## src/nsbl_pkg.sv

```systemverilog
// ----------------------------------------------------------------------------
// nsbl_pkg: shared types and tables for the nearest site and box locator
// Landmark site table, function, status and place codes, sequencer states.
// ----------------------------------------------------------------------------
package nsbl_pkg;

  localparam int MAX_BOXES_DEF  = 16;
  localparam int COORD_BITS_DEF = 16;

  localparam int SITE_COUNT   = 29;
  localparam int SITE_IDX_W   = 5;
  localparam int SITE_M_W     = 14;  // site coordinate in metres, signed
  localparam int SITE_COORD_W = 15;  // site coordinate in half metres, signed
  localparam int RSQ_W        = 19;  // squared radius in half metres
  localparam int REGION_W     = 4;
  localparam int FUNC_W       = 2;
  localparam int STATUS_W     = 2;
  localparam int KIND_W       = 2;
  localparam int PLACE_W      = 5;

  localparam logic [FUNC_W-1:0] FUNC_CLEAR = 2'd0;
  localparam logic [FUNC_W-1:0] FUNC_ADD   = 2'd1;
  localparam logic [FUNC_W-1:0] FUNC_QUERY = 2'd2;

  localparam logic [STATUS_W-1:0] STATUS_DONE    = 2'd0;
  localparam logic [STATUS_W-1:0] STATUS_STORED  = 2'd1;
  localparam logic [STATUS_W-1:0] STATUS_FULL    = 2'd2;
  localparam logic [STATUS_W-1:0] STATUS_CLEARED = 2'd3;

  localparam logic [KIND_W-1:0] PLACE_NONE = 2'd0;
  localparam logic [KIND_W-1:0] PLACE_SITE = 2'd1;
  localparam logic [KIND_W-1:0] PLACE_BOX  = 2'd2;

  typedef enum logic [3:0] {
    S_IDLE,
    S_SITE_DX,
    S_SITE_DZ,
    S_SITE_CMP,
    S_RADIUS,
    S_BOX_RD,
    S_BOX_CHK,
    S_ADD_MUL,
    S_ADD_WR,
    S_OUT
  } state_t;

  localparam logic signed [SITE_M_W-1:0] SITE_X [SITE_COUNT] = '{
    -14'sd2176, -14'sd1793, -14'sd2425, -14'sd1955, -14'sd3275,
    -14'sd2623, -14'sd3126,
    -14'sd4007, -14'sd4462, -14'sd3662, -14'sd3687,
    -14'sd887,   14'sd112,  -14'sd274,
    -14'sd4279, -14'sd4702, -14'sd3288,
    -14'sd2715, -14'sd1700, -14'sd1545,
    -14'sd698,  -14'sd789,  -14'sd455,   14'sd377,
     14'sd711,  -14'sd83,    14'sd325,
    -14'sd428,  -14'sd739
  };

  localparam logic signed [SITE_M_W-1:0] SITE_Z [SITE_COUNT] = '{
    14'sd2614, 14'sd2837, 14'sd2139, 14'sd3256, 14'sd2720,
    14'sd3391, 14'sd3724,
    14'sd2935, 14'sd3310, 14'sd2125, 14'sd3493,
    14'sd2421, 14'sd2319, 14'sd2113,
    14'sd4448, 14'sd3959, 14'sd4547,
    14'sd4252, 14'sd4242, 14'sd3913,
    14'sd3323, 14'sd3730, 14'sd3927, 14'sd3460,
    14'sd1253, 14'sd1374, 14'sd1940,
    14'sd1616, 14'sd785
  };

  // (2 * radius)^2
  localparam logic [RSQ_W-1:0] SITE_RSQ [SITE_COUNT] = '{
    19'd270400, 19'd90000,  19'd90000,  19'd250000, 19'd129600,
    19'd193600, 19'd193600,
    19'd230400, 19'd193600, 19'd160000, 19'd160000,
    19'd360000, 19'd250000, 19'd102400,
    19'd313600, 19'd129600, 19'd160000,
    19'd270400, 19'd160000, 19'd129600,
    19'd230400, 19'd160000, 19'd129600, 19'd193600,
    19'd490000, 19'd193600, 19'd90000,
    19'd160000, 19'd160000
  };

  localparam logic [REGION_W-1:0] SITE_REGION [SITE_COUNT] = '{
    4'd0, 4'd0, 4'd0, 4'd0, 4'd0,
    4'd1, 4'd1,
    4'd2, 4'd2, 4'd2, 4'd2,
    4'd3, 4'd3, 4'd3,
    4'd4, 4'd4, 4'd4,
    4'd5, 4'd5, 4'd5,
    4'd6, 4'd6, 4'd6, 4'd6,
    4'd8, 4'd8, 4'd8,
    4'd7, 4'd7
  };

  function automatic logic signed [SITE_COORD_W-1:0] site_x2(
    input logic [SITE_IDX_W-1:0] idx
  );
    site_x2 = {SITE_X[idx], 1'b0};
  endfunction

  function automatic logic signed [SITE_COORD_W-1:0] site_z2(
    input logic [SITE_IDX_W-1:0] idx
  );
    site_z2 = {SITE_Z[idx], 1'b0};
  endfunction

  function automatic logic [RSQ_W-1:0] site_rsq(input logic [SITE_IDX_W-1:0] idx);
    site_rsq = SITE_RSQ[idx];
  endfunction

  function automatic logic [REGION_W-1:0] site_region(
    input logic [SITE_IDX_W-1:0] idx
  );
    site_region = SITE_REGION[idx];
  endfunction

endpackage

```

## src/nsbl_if.sv

```systemverilog
// ----------------------------------------------------------------------------
// nsbl_if: item channels of the nearest site and box locator
// Command channel (clear, add box, query) and result channel.
// ----------------------------------------------------------------------------
interface nsbl_cmd_if #(
  parameter int COORD_BITS = nsbl_pkg::COORD_BITS_DEF
) ();
  logic                                valid;
  logic                                ready;
  logic [nsbl_pkg::FUNC_W-1:0]         func;
  logic signed [COORD_BITS-1:0]        point_x;
  logic signed [COORD_BITS-1:0]        point_z;
  logic signed [COORD_BITS-1:0]        corner_x;
  logic signed [COORD_BITS-1:0]        corner_z;

  modport source (output valid, func, point_x, point_z, corner_x, corner_z,
                  input ready);
  modport sink (input valid, func, point_x, point_z, corner_x, corner_z,
                output ready);
endinterface

interface nsbl_res_if ();
  logic                                valid;
  logic                                ready;
  logic [nsbl_pkg::STATUS_W-1:0]       status;
  logic [nsbl_pkg::REGION_W-1:0]       region_id;
  logic [nsbl_pkg::SITE_IDX_W-1:0]     nearest_site;
  logic [nsbl_pkg::KIND_W-1:0]         place_kind;
  logic [nsbl_pkg::PLACE_W-1:0]        place_index;

  modport source (output valid, status, region_id, nearest_site, place_kind,
                  place_index, input ready);
  modport sink (input valid, status, region_id, nearest_site, place_kind,
                place_index, output ready);
endinterface

```

## src/nsbl_box_ram.sv

```systemverilog
// ----------------------------------------------------------------------------
// nsbl_box_ram: box table storage
// One write port, one read port with registered read data.
// ----------------------------------------------------------------------------
module nsbl_box_ram #(
  parameter int DEPTH = nsbl_pkg::MAX_BOXES_DEF,
  parameter int AW    = (DEPTH > 1) ? $clog2(DEPTH) : 1,
  parameter int DW    = 6 * nsbl_pkg::COORD_BITS_DEF
) (
  input  logic          clk,
  input  logic          we,
  input  logic [AW-1:0] waddr,
  input  logic [DW-1:0] wdata,
  input  logic [AW-1:0] raddr,
  output logic [DW-1:0] rdata
);

  logic [DW-1:0] mem [DEPTH];

  always_ff @(posedge clk) begin
    if (we) begin
      mem[waddr] <= wdata;
    end
  end

  always_ff @(posedge clk) begin
    rdata <= mem[raddr];
  end

endmodule

```

## src/nearest_site_and_box_locator.sv

```systemverilog
// ----------------------------------------------------------------------------
// nearest_site_and_box_locator: nearest landmark site and box point location
// Query against 29 fixed sites and a loadable box table, one shared multiplier.
// ----------------------------------------------------------------------------
// Usage
//   cmd carries one item per handshake: clear the box table, add a box from
//   two corners, or query a point. res returns exactly one item per command
//   (an unused function code returns nothing).
//   A clear, or an add with a full table, goes straight to the result; an add
//   multiplies out the box area, then writes the entry; a query scans every
//   site, checks the radius of the nearest, then reads and checks each loaded
//   box. Each site runs dx squared and dz squared through the single shared
//   multiplier, then the compare; each box takes a table read and a
//   containment check. cmd.ready is high only while the sequencer is idle, so
//   with no stall a new command is taken in the cycle after the result is
//   loaded. A finished item sits in the res register; the next command is
//   taken while it waits. If res is still full when the next item finishes,
//   the sequencer holds until res.ready frees the register.
//   Reset empties the box table count and the res register; the box storage
//   itself needs no clearing pass.
// ----------------------------------------------------------------------------
module nearest_site_and_box_locator #(
  parameter int MAX_BOXES  = nsbl_pkg::MAX_BOXES_DEF,
  parameter int COORD_BITS = nsbl_pkg::COORD_BITS_DEF
) (
  input logic          clk,
  input logic          rst,
  nsbl_cmd_if.sink     cmd,
  nsbl_res_if.source   res
);

  localparam int CB      = COORD_BITS;
  localparam int DX_W    = ((CB > nsbl_pkg::SITE_COORD_W) ? CB : nsbl_pkg::SITE_COORD_W) + 1;
  localparam int SQ_W    = 2 * DX_W;
  localparam int AREA_W  = 2 * CB;
  localparam int IW      = (MAX_BOXES > 1) ? $clog2(MAX_BOXES) : 1;
  localparam int CW      = $clog2(MAX_BOXES + 1);
  localparam int ENTRY_W = 4 * CB + AREA_W;
  localparam int SIW     = nsbl_pkg::SITE_IDX_W;

  nsbl_pkg::state_t state, state_next;

  // control
  logic          cmd_ready;
  logic          accept;
  logic          clear_cnt;
  logic          mem_we;
  logic          load_out;
  logic [CW-1:0] box_count;
  logic          out_valid;

  // working registers
  logic signed [CB-1:0]           qx, qz;
  logic signed [CB-1:0]           lo_x, hi_x, lo_z, hi_z;
  logic [SIW-1:0]                 site_idx;
  logic [SIW-1:0]                 best;
  logic [SQ_W-1:0]                best_d2;
  logic [SQ_W-1:0]                prod;
  logic [SQ_W-1:0]                acc;
  logic [CW-1:0]                  box_idx;
  logic                           have_box;
  logic [AREA_W-1:0]              best_area;
  logic [nsbl_pkg::KIND_W-1:0]    kind;
  logic [nsbl_pkg::PLACE_W-1:0]   place_idx;
  logic [nsbl_pkg::STATUS_W-1:0]  res_status;

  // result register
  logic [nsbl_pkg::STATUS_W-1:0]  out_status;
  logic [nsbl_pkg::REGION_W-1:0]  out_region;
  logic [SIW-1:0]                 out_site;
  logic [nsbl_pkg::KIND_W-1:0]    out_kind;
  logic [nsbl_pkg::PLACE_W-1:0]   out_place;

  // datapath
  logic signed [DX_W-1:0] dx, dz, ax, az;
  logic signed [DX_W-1:0] mul_a, mul_b;
  logic signed [SQ_W-1:0] mul_p;
  logic [SQ_W-1:0]        d2;
  logic                   table_full;
  logic                   site_last;
  logic                   box_last;
  logic [ENTRY_W-1:0]     wr_entry;
  logic [ENTRY_W-1:0]     rd_entry;
  logic signed [CB-1:0]   r_lo_x, r_hi_x, r_lo_z, r_hi_z;
  logic [AREA_W-1:0]      r_area;
  logic                   in_box;

  assign dx = DX_W'(qx) - DX_W'(nsbl_pkg::site_x2(site_idx));
  assign dz = DX_W'(qz) - DX_W'(nsbl_pkg::site_z2(site_idx));
  assign ax = DX_W'(hi_x) - DX_W'(lo_x);
  assign az = DX_W'(hi_z) - DX_W'(lo_z);

  always_comb begin
    unique case (state)
      nsbl_pkg::S_SITE_DX: begin
        mul_a = dx;
        mul_b = dx;
      end
      nsbl_pkg::S_SITE_DZ: begin
        mul_a = dz;
        mul_b = dz;
      end
      default: begin
        mul_a = ax;
        mul_b = az;
      end
    endcase
  end

  // the shared multiplier
  assign mul_p = mul_a * mul_b;

  assign d2         = acc + prod;
  assign table_full = (box_count == CW'(MAX_BOXES));
  assign site_last  = (site_idx == SIW'(nsbl_pkg::SITE_COUNT - 1));
  assign box_last   = (CW'(box_idx + 1'b1) == box_count);

  assign wr_entry = {lo_x, hi_x, lo_z, hi_z, prod[AREA_W-1:0]};
  assign r_lo_x   = rd_entry[ENTRY_W-1 -: CB];
  assign r_hi_x   = rd_entry[ENTRY_W-CB-1 -: CB];
  assign r_lo_z   = rd_entry[ENTRY_W-2*CB-1 -: CB];
  assign r_hi_z   = rd_entry[ENTRY_W-3*CB-1 -: CB];
  assign r_area   = rd_entry[AREA_W-1:0];
  assign in_box   = (qx >= r_lo_x) && (qx <= r_hi_x) && (qz >= r_lo_z) && (qz <= r_hi_z);

  nsbl_box_ram #(
    .DEPTH (MAX_BOXES),
    .AW    (IW),
    .DW    (ENTRY_W)
  ) u_box_ram (
    .clk   (clk),
    .we    (mem_we),
    .waddr (box_count[IW-1:0]),
    .wdata (wr_entry),
    .raddr (box_idx[IW-1:0]),
    .rdata (rd_entry)
  );

  // next state
  always_comb begin
    state_next = state;
    unique case (state)
      nsbl_pkg::S_IDLE: begin
        if (cmd.valid) begin
          priority case (cmd.func)
            nsbl_pkg::FUNC_CLEAR: state_next = nsbl_pkg::S_OUT;
            nsbl_pkg::FUNC_ADD:   state_next = table_full ? nsbl_pkg::S_OUT
                                                          : nsbl_pkg::S_ADD_MUL;
            nsbl_pkg::FUNC_QUERY: state_next = nsbl_pkg::S_SITE_DX;
            default:              state_next = nsbl_pkg::S_IDLE;
          endcase
        end
      end
      nsbl_pkg::S_SITE_DX:  state_next = nsbl_pkg::S_SITE_DZ;
      nsbl_pkg::S_SITE_DZ:  state_next = nsbl_pkg::S_SITE_CMP;
      nsbl_pkg::S_SITE_CMP: state_next = site_last ? nsbl_pkg::S_RADIUS : nsbl_pkg::S_SITE_DX;
      nsbl_pkg::S_RADIUS:   state_next = (box_count == '0) ? nsbl_pkg::S_OUT
                                                           : nsbl_pkg::S_BOX_RD;
      nsbl_pkg::S_BOX_RD:   state_next = nsbl_pkg::S_BOX_CHK;
      nsbl_pkg::S_BOX_CHK:  state_next = box_last ? nsbl_pkg::S_OUT : nsbl_pkg::S_BOX_RD;
      nsbl_pkg::S_ADD_MUL:  state_next = nsbl_pkg::S_ADD_WR;
      nsbl_pkg::S_ADD_WR:   state_next = nsbl_pkg::S_OUT;
      nsbl_pkg::S_OUT: begin
        if (!out_valid || res.ready) begin
          state_next = nsbl_pkg::S_IDLE;
        end
      end
      default: state_next = nsbl_pkg::S_IDLE;
    endcase
  end

  // sequencer outputs
  always_comb begin
    cmd_ready = (state == nsbl_pkg::S_IDLE) && !rst;
    accept    = cmd.valid && cmd_ready;
    clear_cnt = accept && (cmd.func == nsbl_pkg::FUNC_CLEAR);
    mem_we    = (state == nsbl_pkg::S_ADD_WR);
    load_out  = (state == nsbl_pkg::S_OUT) && (!out_valid || res.ready);
  end

  always_ff @(posedge clk) begin
    if (rst) begin
      state     <= nsbl_pkg::S_IDLE;
      box_count <= '0;
      out_valid <= 1'b0;
    end else begin
      state <= state_next;
      if (clear_cnt) begin
        box_count <= '0;
      end else if (mem_we) begin
        box_count <= CW'(box_count + 1'b1);
      end
      if (load_out) begin
        out_valid <= 1'b1;
      end else if (res.ready) begin
        out_valid <= 1'b0;
      end
    end
  end

  always_ff @(posedge clk) begin
    unique case (state)
      nsbl_pkg::S_IDLE: begin
        if (accept) begin
          qx        <= cmd.point_x;
          qz        <= cmd.point_z;
          lo_x      <= (cmd.point_x < cmd.corner_x) ? cmd.point_x : cmd.corner_x;
          hi_x      <= (cmd.point_x < cmd.corner_x) ? cmd.corner_x : cmd.point_x;
          lo_z      <= (cmd.point_z < cmd.corner_z) ? cmd.point_z : cmd.corner_z;
          hi_z      <= (cmd.point_z < cmd.corner_z) ? cmd.corner_z : cmd.point_z;
          site_idx  <= '0;
          best      <= '0;
          kind      <= nsbl_pkg::PLACE_NONE;
          place_idx <= '0;
          have_box  <= 1'b0;
          priority case (cmd.func)
            nsbl_pkg::FUNC_CLEAR: res_status <= nsbl_pkg::STATUS_CLEARED;
            nsbl_pkg::FUNC_ADD:   res_status <= table_full ? nsbl_pkg::STATUS_FULL
                                                           : nsbl_pkg::STATUS_STORED;
            default:              res_status <= nsbl_pkg::STATUS_DONE;
          endcase
        end
      end
      nsbl_pkg::S_SITE_DX: begin
        prod <= unsigned'(mul_p);
      end
      nsbl_pkg::S_SITE_DZ: begin
        acc  <= prod;
        prod <= unsigned'(mul_p);
      end
      nsbl_pkg::S_SITE_CMP: begin
        if (site_idx == '0 || d2 < best_d2) begin
          best    <= site_idx;
          best_d2 <= d2;
        end
        site_idx <= SIW'(site_idx + 1'b1);
      end
      nsbl_pkg::S_RADIUS: begin
        if (best_d2 <= SQ_W'(nsbl_pkg::site_rsq(best))) begin
          kind      <= nsbl_pkg::PLACE_SITE;
          place_idx <= nsbl_pkg::PLACE_W'(best);
        end
        box_idx <= '0;
      end
      nsbl_pkg::S_BOX_RD: begin
      end
      nsbl_pkg::S_BOX_CHK: begin
        if (in_box && (!have_box || r_area < best_area)) begin
          have_box  <= 1'b1;
          best_area <= r_area;
          kind      <= nsbl_pkg::PLACE_BOX;
          place_idx <= nsbl_pkg::PLACE_W'(box_idx);
        end
        box_idx <= CW'(box_idx + 1'b1);
      end
      nsbl_pkg::S_ADD_MUL: begin
        prod <= unsigned'(mul_p);
      end
      nsbl_pkg::S_ADD_WR: begin
      end
      nsbl_pkg::S_OUT: begin
        if (load_out) begin
          out_status <= res_status;
          out_region <= (res_status == nsbl_pkg::STATUS_DONE) ? nsbl_pkg::site_region(best)
                                                              : '0;
          out_site   <= best;
          out_kind   <= kind;
          out_place  <= place_idx;
        end
      end
      default: begin
      end
    endcase
  end

  assign cmd.ready        = cmd_ready;
  assign res.valid        = out_valid;
  assign res.status       = out_status;
  assign res.region_id    = out_region;
  assign res.nearest_site = out_site;
  assign res.place_kind   = out_kind;
  assign res.place_index  = out_place;

`ifndef SYNTHESIS
  a_add_counts: assert property (@(posedge clk) disable iff (rst)
    state == nsbl_pkg::S_ADD_WR |=> box_count == $past(box_count) + 1'b1)
    else $error("box count did not advance after a store");

  a_scan_in_range: assert property (@(posedge clk) disable iff (rst)
    state == nsbl_pkg::S_BOX_RD |-> box_idx < box_count)
    else $error("box scan beyond loaded entries");

  a_query_starts: assert property (@(posedge clk) disable iff (rst)
    accept && cmd.func == nsbl_pkg::FUNC_QUERY |=> state == nsbl_pkg::S_SITE_DX)
    else $error("query did not start the site scan");

  a_no_place_index: assert property (@(posedge clk) disable iff (rst)
    out_valid && out_kind == nsbl_pkg::PLACE_NONE |-> out_place == '0)
    else $error("place index set with no place");

  a_full_no_write: assert property (@(posedge clk) disable iff (rst)
    accept && cmd.func == nsbl_pkg::FUNC_ADD && table_full |=> state == nsbl_pkg::S_OUT)
    else $error("add into a full table was not dropped");
`endif

endmodule
```

## src/flat_wrapper.sv

```systemverilog
// flat-port wrapper written by rule: the top's interface ports become plain ports
module nearest_site_and_box_locator_flat 
#(
  parameter int MAX_BOXES  = nsbl_pkg::MAX_BOXES_DEF,
  parameter int COORD_BITS = nsbl_pkg::COORD_BITS_DEF
)
  (clk, rst, cmd_valid, cmd_func, cmd_point_x, cmd_point_z, cmd_corner_x, cmd_corner_z, cmd_ready, res_valid, res_status, res_region_id, res_nearest_site, res_place_kind, res_place_index, res_ready);
  nsbl_cmd_if #(.COORD_BITS(COORD_BITS)) cmd_i ();
  nsbl_res_if res_i ();
  input logic clk;
  input logic rst;
  input wire logic [$bits(cmd_i.valid)-1:0] cmd_valid;
  input wire logic [$bits(cmd_i.func)-1:0] cmd_func;
  input wire logic [$bits(cmd_i.point_x)-1:0] cmd_point_x;
  input wire logic [$bits(cmd_i.point_z)-1:0] cmd_point_z;
  input wire logic [$bits(cmd_i.corner_x)-1:0] cmd_corner_x;
  input wire logic [$bits(cmd_i.corner_z)-1:0] cmd_corner_z;
  output wire logic [$bits(cmd_i.ready)-1:0] cmd_ready;
  output wire logic [$bits(res_i.valid)-1:0] res_valid;
  output wire logic [$bits(res_i.status)-1:0] res_status;
  output wire logic [$bits(res_i.region_id)-1:0] res_region_id;
  output wire logic [$bits(res_i.nearest_site)-1:0] res_nearest_site;
  output wire logic [$bits(res_i.place_kind)-1:0] res_place_kind;
  output wire logic [$bits(res_i.place_index)-1:0] res_place_index;
  input wire logic [$bits(res_i.ready)-1:0] res_ready;
  assign cmd_i.valid = cmd_valid;
  assign cmd_i.func = cmd_func;
  assign cmd_i.point_x = cmd_point_x;
  assign cmd_i.point_z = cmd_point_z;
  assign cmd_i.corner_x = cmd_corner_x;
  assign cmd_i.corner_z = cmd_corner_z;
  assign cmd_ready = cmd_i.ready;
  assign res_valid = res_i.valid;
  assign res_status = res_i.status;
  assign res_region_id = res_i.region_id;
  assign res_nearest_site = res_i.nearest_site;
  assign res_place_kind = res_i.place_kind;
  assign res_place_index = res_i.place_index;
  assign res_i.ready = res_ready;
  nearest_site_and_box_locator #(.MAX_BOXES(MAX_BOXES), .COORD_BITS(COORD_BITS)) u_core (.clk(clk), .rst(rst), .cmd(cmd_i), .res(res_i));
endmodule
```

## config.mk

```make
export PLATFORM = sky130hd
export DESIGN_NAME = nearest_site_and_box_locator_flat
export DESIGN_NICKNAME = d
export VERILOG_FILES = /design/src/nsbl_pkg.sv /design/src/nsbl_if.sv /design/src/nsbl_box_ram.sv /design/src/nearest_site_and_box_locator.sv /design/src/flat_wrapper.sv
export SDC_FILE = /design/constraint.sdc
export NUM_CORES = 2
export LEC_CHECK = 0
export BUFFER_PORTS_ARGS = -buffer_cell sky130_fd_sc_hd__buf_2
export CELL_PAD_IN_SITES_DETAIL_PLACEMENT = 0
export CELL_PAD_IN_SITES_GLOBAL_PLACEMENT = 1
export CORE_MARGIN = 5
export CORE_UTILIZATION = 59
export CTS_CLUSTER_SIZE = 16
export DETAILED_ROUTE_END_ITERATION = 10
export GPL_TIMING_DRIVEN = 0
export PLACE_DENSITY_LB_ADDON = 0.1
export SLEW_MARGIN = 5
export SYNTH_ARGS = -nofsm -noshare
export SYNTH_HDL_FRONTEND = slang
export SYNTH_SLANG_ARGS = --single-unit
```

## constraint.sdc

```tcl
create_clock -name clk -period 14.69 [get_ports clk]
set_input_delay 2.938 -clock clk [delete_from_list [all_inputs] [get_ports clk]]
set_output_delay 2.938 -clock clk [all_outputs]
set_load 0.02 [all_outputs]
```

# After elaboration in Yosys (flattened, before gate mapping)
# Memory sizes are Yosys's and may differ from the RTL's. A register that Yosys moved wholly into a read port is not among the register bits.
# Cells that the tools add are included.
# word_totals
memories	5
mem_bits_ro	1632
ramBits	1536
wordCells	148
reg_bits	279
# memory_table
memory	depth	width	read_ports	rd_ports_with_merged_regs	wr	line	source
u_core.u_box_ram.mem	16	96	1	1	1	nsbl_box_ram.sv:18	logic [DW-1:0] mem [DEPTH];
(name not given)	32	19	1	0	0	nsbl_pkg.sv:109	site_rsq = SITE_RSQ[idx];
(name not given)	32	14	1	0	0	nsbl_pkg.sv:105	site_z2 = {SITE_Z[idx], 1'b0};
(name not given)	32	14	1	0	0	nsbl_pkg.sv:99	site_x2 = {SITE_X[idx], 1'b0};
(name not given)	32	4	1	1	0	nsbl_pkg.sv:115	site_region = SITE_REGION[idx];
# op_classes
addsub	8
n_reduce_logical	36
bitwise_logic	2
mux	41
n_eq_ne	20
mul	1
n_lt_le_gt_ge	11
# ops
cell	n
$pmux W17 S2	2
$mux W16	4
$mux W14	4
$pmux W4 S10	1
$mux W19	2
$add A34 B34 Y34	1
$le A34 B19 Y1	1
$lt A34 B34 Y1	1
$mul A17 B17 Y34	1
$sub A16 B15 Y17	2
$sub A16 B16 Y17	2
$ge A16 B16 Y1	2
$le A16 B16 Y1	2
$lt A16 B16 Y1	2
$lt A32 B32 Y1	1
$pmux W5 S2	3
$mux W4	5
$mux W5	4
$eq A4 B3 Y1 const B	4
$add A5 B1 Y5 const B	3
$pmux W5 S3	1
$ge A6 B6 Y1 const B	2
$not A5 Y6	2
$pmux W4 S3	1
other kinds (28)	66

# Logic depth before layout (Yosys ltp)
# logic_depth
depth_word	7
depth_mapped	41
depth_no_buf	40

# By module
# A second synthesis with hierarchy kept.
# hier_totals
cells_unflattened	5821
hier_area_um2	91383.9
# modules_own_cells
mod	area_each_um2	cells_each	seq_area_each_um2	n_inst
nsbl_box_ram	59355.7	2460	48046.1	1
nearest_site_and_box_locator	32028.2	3361	8398.1	1

# Worst setup path after synthesis
# OpenSTA, ideal clock, no wires.
# synth_path
path_kind	reg-to-reg
from	register u_core.site_idx[0]
to	register u_core.prod[32] (data pin)
slack_ps	5211
t_arrival_ps	9221
required_ps	14432
path_stages_with_launch	38
setup_time_ps	258
cell_sequence	edfxtp_1 -> clkinv_1 -> ha_1 -> clkbuf_1 -> or2_2 -> clkbuf_1 -> a311o_1 -> o21ai_0 -> ha_1 -> nor2b_1 -> o31a_1 -> o41ai_2 -> a21oi_1 -> a21o_1 -> a21oi_1 -> xnor2_1 -> o221a_2 -> o21ai_0 -> (+2 left out) -> inv_1 -> fa_1 -> inv_1 -> fa_1 -> fa_1 -> fa_1 -> inv_1 -> ha_1 -> clkbuf_1 -> a21oi_1 -> o21ai_0 -> o21ai_0 -> a211oi_1 -> o41ai_1 -> o211ai_1 -> a31o_2 -> a21oi_1 -> xnor2_1
# synth_between
elab_chain_len	7
elab_cells_between_ends	12
cone_classes	2 x add/sub; 1 x mul; 6 x mux; 1 x bitwise; 2 x memory
# synth_rtl
item	line	source
start: declaration	nearest_site_and_box_locator.sv:55	logic [SIW-1:0] site_idx;
start signal: assignment	nearest_site_and_box_locator.sv:236	site_idx <= SIW'(site_idx + 1'b1);
$not A5 Y6 (not written as such) (*)	nsbl_pkg.sv:99, nsbl_pkg.sv:105	
$mem_v2 Z32 W14 (on tied branches)	n/a	
$mux W14 (on tied branches) (2 in series)	nsbl_pkg.sv:105, nsbl_pkg.sv:99	
$sub A16 B15 Y17 (on tied branches)	nearest_site_and_box_locator.sv:89, nearest_site_and_box_locator.sv:88	
$pmux W17 S2	nearest_site_and_box_locator.sv:94	unique case (state)
$mul A17 B17 Y34 (*)	nearest_site_and_box_locator.sv:111	assign mul_p = mul_a * mul_b;
net u_core.mul_p[32]	nearest_site_and_box_locator.sv:77	logic signed [SQ_W-1:0] mul_p;
end signal: assignment	nearest_site_and_box_locator.sv:225	prod <= unsigned'(mul_p);
end signal: assignment	nearest_site_and_box_locator.sv:229	prod <= unsigned'(mul_p);
end signal: assignment	nearest_site_and_box_locator.sv:257	prod <= unsigned'(mul_p);
end: declaration	nearest_site_and_box_locator.sv:58	logic [SQ_W-1:0] prod;
# Mark *: on every way through the listed nets, which the timed path passes. The rest lies on a longest branch. The select of a mux whose other input is x is not followed.
# A chain may end at the register's enable or synchronous reset.

# Worst setup path in the final report
# Ends and elaborated chain as after synthesis.

==> run_results.csv <==
group,metric,value,unit
global_routing,antenna_found_initial,12,
setup_path,critPathKind,"reg -> reg",
synth,synth_nets,6317,
setup_path,crit_path_top_delay_cell,"o41ai_1",
die,die_w,403,microns
finish,area_growth,12.7,%
synth,synth_cells,5573,
finish,final_cell_area,103000,sq um
clock_network,cts_max_level,4,
placement,port_buffers,89,
die,initial_core_util,59.3,%
sta,finalCritPeriodShare,85.2,%
setup_path,cpPeakStageDelay,0.77,ns
die,die_y,403,microns
sta,setup_viol,0,
global_routing,grt_overflow,0,
die,core_area,154000,sq um
die,fp-row-count,144,
placement,gp_congestion,0.933,
global_routing,grt_pass1_vias,52300,
synth,synth_top_area_cell,"edfxtp_1",
synth,synth-seq-area-share,61.9,%
routing,dr_total_vias,51600,
sta,max-slew-margin-rel,3.50,%
clock_network,cts_buffer_depth,3,
setup_path,worstSetupStartpointType,"flop",
die,die_area,163000,sq um
synth,netlist-cell-type-count,91,
run,drv_cap,0,
clock_network,cts_setup_buffers,0,
routing,ant_nets,0,
synth,ys_warn_count,0,
synth,synth_area,91200,sq um
routing,dr.pass1.iters,7,
sta,layout_min_cycle_time,12.52,ns
synth,synth_edf_count,1809,
synth,synthArstFlopShare,0,%
finish,nets,6718,
routing,drtIter0Drc,5865,
synth,avgSynthCellArea,16.4,sq um
sta,hold_violations,0,
routing,viasPerCell,6.31,
setup_path,critical_path_arrival,13.08,ns
clock_network,cts-root-buf,"clkbuf_16",
sta,rsz0062_at_grt,"no",
sta,fin_tns_setup,0,ns
global_routing,grt_start_max_net_pins,52,
synth,synth_seq_cells,1915,
clock_network,cts_buffers,184,
synth,synth.area.top_cells,"edfxtp_1 (60%), mux4_2 (12%), fa_1 (6.6%), ha_1 (5.1%), dfxtp_1 (2.3%)",
die,io-pin-count,90,
sta,tightest_slew,1.45,ns
min_path,hold_path.class,"reg -> reg",
setup_path,crit_path_end_kind,"flop",
sta,fin_ws,2.17,ns
sta,max_freq,0.0799,GHz
clock_network,tritoncts,"done",
placement,dp_hpwl,173,mm
clock_network,cts.repair.resized,0,
setup_path,cp_common_cell,"fa_1",
setup_path,cp_data_required_time,15.25,ns
routing,drc,0,
clock_network,clkTransAtPathRegs,0.07,ns
setup_path,path_max_fanout,11,
sta,finClkSkew,0.0716,ns
routing,routed_wl,246,mm
placement,dpl_cell_area,96400,sq um
synth,synthFlopType,"edfxtp_1",
clock_network,cts.sinks,1915,
routing,drt-wirelength-per-cell,30.1,microns
clock_network,ctsHoldBuffers,0,
global_routing,track_usage,30.8,%
outcome,status,"complete, no violations",
finish,fillers,10400,
placement,dp_slack,2.49,ns
sta,slew_violations,0,
synth,synth_top_area_share,59.6,%
clock_network,clkLatencyLatePin,0.84,ns
finish,drive_gt1_share,18.4,%
global_routing,grt_pass1_wl,360,mm
## logic make-up after synthesis
family | count (synthesis) | share of synthesized area [%]
buffers and inverters | 750 | 3.12
AND/OR/NAND/NOR | 854 | 4.21
multiplexers | 558 | 12.8
AO/OA/AOI/OAI | 698 | 5.06
XOR/XNOR | 124 | 1.19
flip-flops | 1915 | 61.9
adder cells (fa/ha/maj) | 674 | 11.7
## cell type report
cell class                 count  area (sq um)  share of cell area [%]
antenna                        2          5.00                 0.00487
buffer                       201           796                   0.774
clock buffer                 236          4990                    4.86
clock inverter               112          1440                    1.40
inverter                     549          2060                    2.01
multi-input combinational   2908         32000                    31.2
sequential                  1915         56400                    54.9
tap                         2044          2560                    2.49
timing repair buffer         215          2480                    2.42
## flip-flops by register name, summed over array words and instances (netlist names), 16 cells and up
| name | cells |
|---|---|
| u_core.u_box_ram.mem | 1536 |
| u_core.u_box_ram.rdata | 96 |
| u_core.acc | 34 |
| u_core.best_d2 | 34 |
| u_core.prod | 34 |
| u_core.best_area | 32 |
| u_core.hi_x | 16 |
| u_core.hi_z | 16 |
| u_core.lo_x | 16 |
| u_core.lo_z | 16 |
| u_core.qx | 16 |
| u_core.qz | 16 |
## path summary, 6_finish.rpt
kind                            slack (ns)                        startpoint                             endpoint  depth (start not counted)
worst min register to register        0.43     u_core.place_idx[2]$_DFFE_PP_  u_core.res.place_index[2]$_DFFE_PP_                          0
worst min-delay path                  0.43     u_core.place_idx[2]$_DFFE_PP_  u_core.res.place_index[2]$_DFFE_PP_                          0
worst max-delay path                  2.17  u_core.site_idx[0]$_SDFFCE_PN0P_            u_core.prod[32]$_DFFE_PP_                         37
worst max register to register        2.17  u_core.site_idx[0]$_SDFFCE_PN0P_            u_core.prod[32]$_DFFE_PP_                         37
## synthesized netlist by cell type (all sizes together), types with 33 or more instances
master and count:
edfxtp 1809, ha 373, o21ai 160, inv 546, a31oi 33, mux2 66, nand2b 40, nor2 333
buf 63, a21oi 167, xnor2 84, dfxtp 106, nand3 34, nor3 47, mux4 480, clkbuf 138
fa 301, xor2 40, nor2b 38, o21a 40, nand2 238, a21o 86
## layer usage
layer	up-vias	part of all wire, %	GRT usage, %
met2	2464	49	50.6
met4	4	4.2	11.2
met1	26700	39	42.5
li1	22000	-	-
met3	441	7.9	4.77
met5	-	0.013	0
## layout by cell type, fill, tap and decap left out, types with 37 or more instances in the layout
cell,instances
edfxtp_1,1809
inv_1,542
mux4_2,480
ha_1,373
nor2_1,319
fa_1,301
nand2_1,238
clkbuf_16,186
clkbuf_1,167
a21oi_1,167
o21ai_0,151
dfxtp_1,106
buf_2,104
a21o_1,86
xnor2_1,84
mux2_2,66
buf_12,53
buf_1,45
nor3_1,43
nand2b_1,40
xor2_1,40
o21a_1,40
nor2b_1,37
## through the flow
step                hold slack [ns]  utilization (%)  std cells
finish                        0.426             66.8       8182
CTS                           0.429             66.8       8180
global placement              0.404             61.2       7706
floorplan                     0.400                -       5573
global route                  0.437             66.8       8180
detailed placement            0.410             62.6       7832
## worst max-delay path, delay by kind of cell (launching register included)
family,cells,cell delay [ns]
buffers and inverters,7,1.85
AND/OR/NAND/NOR,3,0.54
AO/OA/AOI/OAI,17,4.70
adder cells (fa/ha/maj),9,4.29
flip-flops,1,0.62
XOR/XNOR,1,0.26
Power is left out: the tool's default activity adds up to more than one toggle a clock period on the data nets, which glitch-free logic cannot reach.
